File: src/rtl/fdiv_pkg.sv
// Types and constants shared by the single-precision divider.
package fdiv_pkg;

   typedef struct packed {
      logic [31:0] dividend;
      logic [31:0] divisor;
   } req_payload_type;

   typedef struct packed {
      logic [31:0] quotient;
      logic [2:0]  status;
   } rsp_payload_type;

   typedef enum logic [2:0] {
      STATUS_OK      = 3'd0,
      STATUS_DIV0    = 3'd1,
      STATUS_DENORM  = 3'd2,
      STATUS_POS_INF = 3'd3,
      STATUS_NEG_INF = 3'd4,
      STATUS_NAN     = 3'd5
   } status_type;

   typedef enum logic [1:0] {
      RND_NEAREST = 2'd0,
      RND_POS_INF = 2'd1,
      RND_NEG_INF = 2'd2,
      RND_TRUNC   = 2'd3
   } round_type;

   localparam int unsigned EXP_BIAS = 127;
   localparam logic [7:0]  EXP_SPECIAL = 8'd255;
   localparam int unsigned QUOT_BITS = 26;

endpackage

File: src/rtl/fdiv_mant_div.sv
// Radix-2 restoring mantissa divider, one quotient bit per cycle.
module fdiv_mant_div (
   input  logic        clock,
   input  logic        reset,
   input  logic        start,
   input  logic [24:0] dividend_mant,
   input  logic [23:0] divisor_mant,
   output logic        done,
   output logic [25:0] quot,
   output logic        sticky
);
   import fdiv_pkg::*;

   logic [24:0] rem_ff, rem_in;
   logic [23:0] dvs_ff;
   logic [25:0] quot_ff, quot_in;
   logic [4:0]  count_ff;
   logic        busy_ff;
   logic        done_ff;
   logic [25:0] trial;
   logic        fits;

   // try a subtract, then shift the partial remainder
   assign trial = {1'b0, rem_ff} - {2'b00, dvs_ff};
   assign fits  = ~trial[25];
   assign rem_in  = fits ? {trial[23:0], 1'b0} : {rem_ff[23:0], 1'b0};
   assign quot_in = {quot_ff[24:0], fits};

   always_ff @(posedge clock) begin
      if (reset) begin
         busy_ff  <= 1'b0;
         done_ff  <= 1'b0;
         count_ff <= '0;
      end else if (start) begin
         busy_ff  <= 1'b1;
         done_ff  <= 1'b0;
         count_ff <= '0;
      end else if (busy_ff) begin
         count_ff <= count_ff + 5'd1;
         if (count_ff == 5'(QUOT_BITS - 1)) begin
            busy_ff <= 1'b0;
            done_ff <= 1'b1;
         end
      end else begin
         done_ff <= 1'b0;
      end
   end

   always_ff @(posedge clock) begin
      if (start) begin
         // dividend is below twice the divisor, so the first bit is the integer bit
         rem_ff  <= dividend_mant;
         dvs_ff  <= divisor_mant;
         quot_ff <= '0;
      end else if (busy_ff) begin
         rem_ff  <= rem_in;
         quot_ff <= quot_in;
      end
   end

   assign done   = done_ff;
   assign quot   = quot_ff;
   assign sticky = |rem_ff;

`ifndef ASSERT_OFF
   a_done_pulse: assert property (@(posedge clock) disable iff (reset)
      done_ff |=> !done_ff) else $error("done held");
   a_rem_lt: assert property (@(posedge clock) disable iff (reset)
      busy_ff |-> (rem_ff < {dvs_ff, 1'b0})) else $error("remainder too big");
   a_no_start_busy: assert property (@(posedge clock) disable iff (reset)
      busy_ff |-> !start) else $error("restart while busy");
`endif

endmodule

File: src/rtl/float32_divider.sv
// Top level of the single-precision divider with status reporting.
//  channel  direction  handshake        payload
//  req      in         req_valid/stall  dividend, divisor
//  rsp      out        rsp_valid/stall  quotient, status
//  csr      in         APB write/read   rounding_mode at 0
// An operand pair with a normal path goes from acceptance through a setup
// register, the bit-serial mantissa divider and a rounding state to a registered
// result; an exception result is registered on acceptance. Reset is synchronous
// and clears the sequencer and rounding_mode. A stalled result holds and blocks req.
module float32_divider #(
   parameter int unsigned ADDR_WIDTH = 1
) (
   input  logic                        clock,
   input  logic                        reset,
   input  logic                        req_valid,
   output logic                        req_stall,
   input  fdiv_pkg::req_payload_type   req_payload,
   output logic                        rsp_valid,
   input  logic                        rsp_stall,
   output fdiv_pkg::rsp_payload_type   rsp_payload,
   input  logic                        csr_psel,
   input  logic                        csr_penable,
   input  logic                        csr_pwrite,
   input  logic [ADDR_WIDTH-1:0]       csr_paddr,
   input  logic [31:0]                 csr_pwdata,
   output logic [31:0]                 csr_prdata,
   output logic                        csr_pready
);
   import fdiv_pkg::*;

   typedef enum logic [1:0] {S_IDLE, S_DIV, S_ROUND, S_OUT} state_type;

   state_type       state_ff;
   logic [1:0]      mode_ff;
   logic            sign_ff;
   logic signed [9:0] exp_ff;
   logic            start_ff;
   logic [24:0]     ma_ff;
   logic [23:0]     mb_ff;
   rsp_payload_type rsp_ff;
   logic            rsp_valid_ff;

   logic [7:0]  ea, eb;
   logic [23:0] ma, mb;
   logic        div_done, div_sticky;
   logic [25:0] div_quot;
   logic        accept;
   logic [2:0]  early_status;
   logic        early;

   assign csr_pready = 1'b1;
   assign csr_prdata = {30'd0, mode_ff};

   always_ff @(posedge clock) begin
      if (reset) mode_ff <= RND_NEAREST;
      else if (csr_psel && csr_penable && csr_pwrite && csr_paddr == '0)
         mode_ff <= csr_pwdata[1:0];
   end

   assign ea = req_payload.dividend[30:23];
   assign eb = req_payload.divisor[30:23];
   assign ma = {1'b1, req_payload.dividend[22:0]};
   assign mb = {1'b1, req_payload.divisor[22:0]};
   assign req_stall = (state_ff != S_IDLE) || rsp_valid_ff;
   assign accept = req_valid && !req_stall;

   always_comb begin
      early = 1'b1;
      early_status = STATUS_OK;
      if (req_payload.divisor[30:0] == 31'd0) early_status = STATUS_DIV0;
      else if (ea == 8'd0 || eb == 8'd0) early_status = STATUS_DENORM;
      else if (ea == EXP_SPECIAL)
         early_status = (req_payload.dividend[22:0] != 23'd0) ? STATUS_NAN :
            (req_payload.dividend[31] ? STATUS_NEG_INF : STATUS_POS_INF);
      else if (eb == EXP_SPECIAL)
         early_status = (req_payload.divisor[22:0] != 23'd0) ? STATUS_NAN :
            (req_payload.divisor[31] ? STATUS_NEG_INF : STATUS_POS_INF);
      else early = 1'b0;
   end

   // dividend is pre-shifted left by one when ma < mb, so it stays below 2*mb
   fdiv_mant_div u_div (
      .clock(clock), .reset(reset), .start(start_ff),
      .dividend_mant(ma_ff), .divisor_mant(mb_ff),
      .done(div_done), .quot(div_quot), .sticky(div_sticky)
   );

   logic        g, rb, inc;
   logic [24:0] mant_sum;
   logic [23:0] mant;
   logic signed [9:0] e_fin;
   assign mant = div_quot[25:2];
   assign g  = div_quot[1];
   assign rb = div_quot[0];

   always_comb begin
      case (round_type'(mode_ff))
         RND_NEAREST: inc = g && (rb || div_sticky || mant[0]);
         RND_POS_INF: inc = !sign_ff && (g || rb || div_sticky);
         RND_NEG_INF: inc = sign_ff && (g || rb || div_sticky);
         default:     inc = 1'b0;
      endcase
      mant_sum = {1'b0, mant} + 25'(inc);
      e_fin = exp_ff + 10'(mant_sum[24]);
   end

   always_ff @(posedge clock) begin
      if (reset) begin
         state_ff <= S_IDLE;
         rsp_valid_ff <= 1'b0;
         start_ff <= 1'b0;
      end else begin
         start_ff <= 1'b0;
         if (rsp_valid_ff && !rsp_stall) rsp_valid_ff <= 1'b0;
         case (state_ff)
            S_IDLE: if (accept) begin
               sign_ff <= req_payload.dividend[31] ^ req_payload.divisor[31];
               if (early) begin
                  rsp_ff <= '{quotient: 32'd0, status: early_status};
                  rsp_valid_ff <= 1'b1;
               end else begin
                  mb_ff <= mb;
                  if (ma < mb) begin
                     ma_ff <= {ma, 1'b0};
                     exp_ff <= 10'($signed({2'b0, ea})) - 10'($signed({2'b0, eb}))
                        + 10'(EXP_BIAS) - 10'sd1;
                  end else begin
                     ma_ff <= {1'b0, ma};
                     exp_ff <= 10'($signed({2'b0, ea})) - 10'($signed({2'b0, eb}))
                        + 10'(EXP_BIAS);
                  end
                  start_ff <= 1'b1;
                  state_ff <= S_DIV;
               end
            end
            S_DIV: if (div_done) state_ff <= S_ROUND;
            S_ROUND: begin
               if (exp_ff >= 10'sd255)
                  rsp_ff <= '{quotient: 32'd0,
                     status: sign_ff ? STATUS_NEG_INF : STATUS_POS_INF};
               else if (exp_ff <= 10'sd0)
                  rsp_ff <= '{quotient: 32'd0, status: STATUS_DENORM};
               else if (e_fin >= 10'sd255)
                  rsp_ff <= '{quotient: 32'd0,
                     status: sign_ff ? STATUS_NEG_INF : STATUS_POS_INF};
               else
                  rsp_ff <= '{quotient: {sign_ff, e_fin[7:0],
                     mant_sum[24] ? mant_sum[23:1] : mant_sum[22:0]},
                     status: STATUS_OK};
               rsp_valid_ff <= 1'b1;
               state_ff <= S_OUT;
            end
            S_OUT: state_ff <= S_IDLE;
            default: state_ff <= S_IDLE;
         endcase
      end
   end

   assign rsp_valid = rsp_valid_ff;
   assign rsp_payload = rsp_ff;

`ifndef ASSERT_OFF
   a_ok_quot: assert property (@(posedge clock) disable iff (reset)
      rsp_valid_ff && rsp_ff.status != STATUS_OK |-> rsp_ff.quotient == 32'd0)
      else $error("error result with quotient");
   a_start_idle: assert property (@(posedge clock) disable iff (reset)
      start_ff |-> state_ff == S_DIV) else $error("start outside divide");
   a_one_rsp: assert property (@(posedge clock) disable iff (reset)
      state_ff == S_DIV |-> !rsp_valid_ff) else $error("result during divide");
`endif

endmodule
File: config.mk
export PLATFORM = sky130hd
export DESIGN_NAME = float32_divider
export DESIGN_NICKNAME = d
export VERILOG_FILES = /design/src/rtl/fdiv_pkg.sv /design/src/rtl/fdiv_mant_div.sv /design/src/rtl/float32_divider.sv
export SDC_FILE = /design/constraint.sdc
export NUM_CORES = 1
export LEC_CHECK = 0
export BUFFER_PORTS_ARGS = -buffer_cell sky130_fd_sc_hd__buf_2
export CAP_MARGIN = 30
export CORE_UTILIZATION = 30
export DETAILED_ROUTE_END_ITERATION = 6
export PLACE_DENSITY = 0.57
export SYNTH_ARGS = -nofsm -noshare
export SYNTH_HDL_FRONTEND = slang
export SYNTH_HIERARCHICAL = 1
export SYNTH_SLANG_ARGS = --single-unit
File: constraint.sdc
create_clock -name clock -period 13.22 [get_ports clock]
set_clock_uncertainty 0.1 [all_clocks]
set_input_delay 2.644 -clock clock [delete_from_list [all_inputs] [get_ports clock]]
set_output_delay 2.644 -clock clock [all_outputs]
set_load 0.05 [all_outputs]
Word level (Yosys, flattened, before mapping)
Index checks and enable logic that the tools add are counted.
- bits in latches: 0
- bits in read-only memories: 0
- bits in registers: 181
- bits in writable memories: 0
- memories: 0
- reduce and logical (&&, ||, !) cells: 35
- div/mod/pow operators: 0
- muxes and demuxes: 38
- magnitude comparators: 4
- equality and inequality tests: 12
- $mul: 0
- shifts and indexed selects: 0
- $add $sub $neg: 7
- bitwise operators: 8
- operators by type and width (cell ; count):
    $mux 35 ; 5
    $mux 25 ; 4
    $pmux 35 s2 ; 1
    $reduce_bool 23->1 ; 2
    $logic_not 31->1 ; 1
    $mux 3 ; 9
    $sub 25x24->26 ; 1
    $add 24x1->25 ; 1
    $reduce_or 25->1 ; 1
    $lt 24x24->1 ; 1
    $mux 23 ; 1
    $ge 10x9->1 const B ; 2
    $eq 8x8->1 const B ; 2
    $logic_not 8->1 ; 2
    $mux 1 ; 11
    $add 10x1->10 ; 1
    $add 9x8->10 const B ; 1
    $le 10x1->1 const B ; 1
    $mux 10 ; 1
    $sub 10x1->10 const B ; 1
    $sub 8x8->9 ; 1
    $logic_and 1x1->1 ; 8
    $pmux 2 s4 ; 1
    $reduce_and 4->1 ; 2
    18 further kinds ; 43

Longest topological paths before layout
- depth after elaboration: 12
- depth in mapped cells: 23
- mapped depth without buffers: 22

Cells and area by module
Netlist, hierarchy kept.
- modules (own cells, without submodules) (module ; cells an instance ; instances ; area each (um^2)):
    float32_divider ; 580 ; 1 ; 6237.2
    fdiv_mant_div ; 457 ; 1 ; 4603.2

Worst setup path before layout
Ideal clock, no wire load.
- path kind: input -> register
- from: input req_payload[61] (netlist name)
- to: register exp_ff[0] (enable)
- cell stages on the path: 4
- arrival: 5.509 ns
- data required time: 12.646 ns
- slack: 7.137 ns
- path through: nand4_1 -> nor2_1 -> nand4b_1 -> nor2_1
- longest elaborated chain between the ends: 6
- ends and longest elaborated chain (what ; line ; text):
    from (decl) ; float32_divider.sv:17 ; input fdiv_pkg::req_payload_type req_payload,
    $eq 8x8->1 or $logic_not 8->1 (tied branches) ; float32_divider.sv:72, float32_divider.sv:71 ;
    $mux 1 or $logic_or 1x1->1 (tied branches) ; float32_divider.sv:72, float32_divider.sv:71 ;
    $mux 1 (*) ; float32_divider.sv:71 ; else if (ea == 8'd0 || eb == 8'd0) early_status = STATUS_DENORM;
    $mux 1 (*) ; float32_divider.sv:70 ; if (req_payload.divisor[30:0] == 31'd0) early_status = STATUS_DIV0;
    $not 1->1 (no line) (*) ; -- ;
    $reduce_and 4->1 (no line) (*) ; -- ;
    to (signal assigned) ; float32_divider.sv:125 ; exp_ff <= 10'($signed({2'b0, ea})) - 10'($signed({2'b0, eb}))
    to (signal assigned) ; float32_divider.sv:129 ; exp_ff <= 10'($signed({2'b0, ea})) - 10'($signed({2'b0, eb}))
    to (decl) ; float32_divider.sv:36 ; logic signed [9:0] exp_ff;
Every way passes the cells marked *; elsewhere a longest branch is shown, timed or not.
A chain may end at the register's enable or synchronous reset.

Final worst setup path
- from: register u_div.rem_ff[20]
- to: register rsp_ff, in the netlist rsp_payload[20] (data pin)
- longest elaborated chain between the ends: 12
- ends and longest elaborated chain (what ; line ; text):
    from (decl) ; fdiv_mant_div.sv:14 ; logic [24:0] rem_ff, rem_in;
    from (signal assigned) ; fdiv_mant_div.sv:52 ; rem_ff <= dividend_mant;
    from (signal assigned) ; fdiv_mant_div.sv:56 ; rem_ff <= rem_in;
    $reduce_or 25->1 (*) ; fdiv_mant_div.sv:63 ; assign sticky = |rem_ff;
    via div_sticky ; float32_divider.sv:45 ; logic div_done, div_sticky;
    $logic_or 1x1->1 (2 in a row) ; float32_divider.sv:98 ; RND_NEAREST: inc = g && (rb || div_sticky || mant[0]);
    $logic_and 1x1->1 ; float32_divider.sv:98 ;
    $pmux 1 s3 (*) ; float32_divider.sv:97 ; case (round_type'(mode_ff))
    $add 24x1->25 (*) ; float32_divider.sv:103 ; mant_sum = {1'b0, mant} + 25'(inc);
    $add 10x1->10 ; float32_divider.sv:104 ; e_fin = exp_ff + 10'(mant_sum[24]);
    $ge 10x9->1 ; float32_divider.sv:143 ; else if (e_fin >= 10'sd255)
    $mux 35 (*) ; float32_divider.sv:143 ;
    $mux 35 (*) ; float32_divider.sv:141 ; else if (exp_ff <= 10'sd0)
    $mux 35 (*) ; float32_divider.sv:138 ; if (exp_ff >= 10'sd255)
    $pmux 35 s2 (*) ; float32_divider.sv:115 ; case (state_ff)
    to (signal assigned) ; float32_divider.sv:139 ; rsp_ff <= '{quotient: 32'd0,
    to (signal assigned) ; float32_divider.sv:142 ; rsp_ff <= '{quotient: 32'd0, status: STATUS_DENORM};
    to (signal assigned) ; float32_divider.sv:144 ; rsp_ff <= '{quotient: 32'd0,
    to (decl) ; float32_divider.sv:40 ; rsp_payload_type rsp_ff;
Mark *: on every way through the listed nets, which the timed path passes. The rest lies on a longest branch.

==> flow_summary.yaml <==
power_and_ir_drop:
  power_density_nw_per_um2: 178
  p_int_mw: 1.37
  comb_power_share_pct: 40.2
  switching_power_uw: 830
  pwr-share-clk_pct: 20.8
  seqPwrFrac_pct: 39.0
  p_sw_share_pct: 37.8
  irDropWorstVdd_v: 0.000101
  p_leak_nw: 4.78
job:
  cap_violations: 0
clock_network:
  cts_resized: 0
  htreeDepth: 4
  hold_buffers: 0
  cts-root-buf: "clkbuf_16"
  cts_made_buffers: 17
  postCtsSetupBuffers: 0
  clock_latency_ns: 0.43
  cts_buffer_depth: 2
  clk_pin_slew_worst_paths_ns: 0.07
  cts_tree: "done"
  clock-sinks: 182
setup_path:
  crit_fanout: 19
  required_ns: 13.28
  startpoint_type: "register"
  crit_type: "register to register"
  slowest_stage: "or4_1"
  rrSetupSlack_ns: 7.01
  path_cells: "or4_1 -> nor4_1 -> nand4_1 -> or2_2 -> o21a_1 -> a21oi_1 -> nor3_1 -> ha_1 -> ha_1 -> nand2_1 -> nor2_1 -> nand3_1 -> inv_1 -> ha_1 -> ha_1 -> xnor2_1 -> o41ai_1 -> a21oi_1 -> o211ai_2 -> buf_4 -> nand2b_1 -> nor2_1"
  crit_buf_inv: 2
  path_delay_family: "simple AND/OR/NAND/NOR gates"
  worstSetupEndpointType: "register"
  cpMostUsedCell: "ha_1"
  cp.arrival_ns: 6.28
  max_stage_delay_ns: 0.57
layout:
  drive_gt1_share_pct: 18.5
  fin_cells: 1622
  syn2layout_area_growth_pct: 13.7
  fin_area_sq_um: 12300
  finalNetCount: 1321
floorplan:
  rows: 69
  die_area_sq_um: 36900
  io_pins: 174
  start_util_pct: 30.5
  dieHeight_um: 192
  core-area_sq_um: 35600
  die_x_um: 192
grt:
  grt_max_degree: 61
  grt_usage_pct: 14.0
  grt_pass1_vias: 7516
  grt_pass1_wl_mm: 39.8
  grt_antenna_before_repair: 2
  grt_overflow_total: 0
timing:
  fin_crit_ns: 6.21
  hold_violations: 0
  final-setup-viol-count: 0
  holdWs_ns: 0.320
  finalCritPeriodShare_pct: 47.0
  timing.fmax_mhz: 161
  relSlewSlack_pct: 34.4
  setup_tns_ns: 0
  worst_slew_pin_slew_ns: 0.984
  final_max_slew_viol_count: 0
  rsz0062_at_grt: "false"
drt:
  routedWlPerCell_um: 15.3
  wirelength_mm: 24.9
  drtIter0Drc: 448
  ant_nets: 0
  num_vias: 7949
  drc: 0
  first_pass_iters: 5
  routed_via_density: 4.90
synth:
  yosysSeqAreaShare_pct: 46.8
  yosysTopAreaCellShare_pct: 39.6
  syn_area_per_cell_sq_um: 10.5
  syn_area_sq_um: 10800
  synth_ff_type: "edfxtp_1"
  async_reset_ff_share_pct: 0
  yosysTopAreaCell: "edfxtp_1"
  synth_cell_type_count: 82
  synth.ff_latch_count: 182
  netlist_instances: 1037
  yosys-top-cells-area: "edfxtp_1 40%, ha_1 7.8%, dfxtp_1 7.2%"
  synth_most_common_cell: "edfxtp_1"
  synth_warnings: 6
  netlist_top_cells_count: "143 x edfxtp_1, 95 x nor2_1, 85 x inv_1"
  synth_edf_count: 143
placement:
  globalplace.congestion: 0.835
  port-buffer-count: 112
  dpl_cell_area_sq_um: 11800
  dpl.hpwl_mm: 19.0
  placed_cells: 1589
min_path:
  hold_path_class: "register to register"
run_status:
  status: "completed"
## flip-flops by register name (all words and copies together), names as in the netlist
signal	flops
mb_ff	23
u_div/quot	26
ma_ff	25
rsp_payload	35
u_div/dvs_ff	24
sign_ff	1
start_ff	1
u_div/count_ff	5
exp_ff	10
u_div/busy_ff	1
mode_ff	2
state_ff	2
u_div/rem_ff	25
rsp_valid	1
u_div/done	1
## path summary, 6_finish.rpt
| kind | start | to | cells after the start |
|---|---|---|---|
| worst min register to register | mb_ff[2]$_DFFE_PP_ | u_div/dvs_ff[2]$_DFFE_PP_ | 0 |
| worst min-delay path | mb_ff[2]$_DFFE_PP_ | u_div/dvs_ff[2]$_DFFE_PP_ | 0 |
| worst max register to register | u_div/rem_ff[20]$_DFFE_PP_ | rsp_payload[20]$_SDFFCE_PP0P_ | 22 |
| worst max-delay path | u_div/rem_ff[20]$_DFFE_PP_ | rsp_payload[20]$_SDFFCE_PP0P_ | 22 |
## cells by family after synthesis
logic type	after synthesis	synth area share, %
simple gates	323	15.2
flops	182	46.8
mux	70	6.88
xor+xnor	65	5.32
fa+ha+maj	70	8.22
buf+inv	143	6.35
compound gates	182	11.1
other cells	2	0.0693
## power groups by stage
| stage | combinational [mW] | sequential (mW) | clock [mW] |
|---|---|---|---|
| CTS | 0.881 | 0.859 | 0.471 |
| global placement | 0.862 | 0.869 | 0 |
| finish | 0.883 | 0.858 | 0.457 |
| floorplan | 0.704 | 0.855 | 0 |
| global route | 0.984 | 0.873 | 0.494 |
| detailed placement | 0.877 | 0.872 | 0 |
## routing by layer
layer	GRT usage (%)	routed length, um	vias to the layer above
li1	-	-	3915
met1	18.5	11700	3828
met2	22.8	11800	174
met3	2.36	886	30
met4	4.97	470	2
met5	0	17	-
## metrics by stage
stage | total power [mW] | utilization [%] | setup WS, ns
after CTS | 2.21 | 34.7 | 6.98
after global routing | 2.35 | 34.7 | 6.54
after global placement | 1.73 | 33.1 | 7.02
after detailed placement | 1.75 | 33.2 | 7.02
after floorplan | 1.56 | - | 7.14
final | 2.20 | 34.7 | 7.01
## worst register-to-register path, cell delays in order, from the launching register on
cell and delay [ns]:
edfxtp_1 0.42, or4_1 0.57, nor4_1 0.57, nand4_1 0.26, or2_2 0.36, o21a_1 0.17, a21oi_1 0.11, nor3_1 0.08
ha_1 0.21, ha_1 0.23, nand2_1 0.14, nor2_1 0.18, nand3_1 0.25, inv_1 0.18, ha_1 0.25, ha_1 0.25
xnor2_1 0.17, o41ai_1 0.33, a21oi_1 0.15, o211ai_2 0.15, buf_4 0.26, nand2b_1 0.44, nor2_1 0.12
## final cells by class
| type | count | area (sq um) |
|---|---|---|
| fill | 3626 | 23200 |
| multi-input combinational | 742 | 5210 |
| sequential | 182 | 5080 |
| timing repair buffer | 118 | 618 |
| tap | 461 | 577 |
| clock buffer | 20 | 437 |
| inverter | 86 | 323 |
| clock inverter | 12 | 85.1 |
| antenna | 1 | 2.50 |
## layout by cell type, fill, tap and decap left out, types with 10 or more instances in the layout
master	count
mux2_2	36
clkbuf_16	17
nand4_1	19
dfxtp_1	37
xnor2_1	31
nor2_1	94
inv_1	85
nand2_1	71
o21ai_1	20
o21ai_0	25
nand3_1	25
buf_2	112
conb_1	32
mux2i_1	34
nor3_1	14
nand2b_1	11
a21oi_1	61
xor2_1	33
a211oi_1	10
edfxtp_1	143
ha_1	68
nor4_1	23
Note: power is estimated with default switching activity, not from simulation.
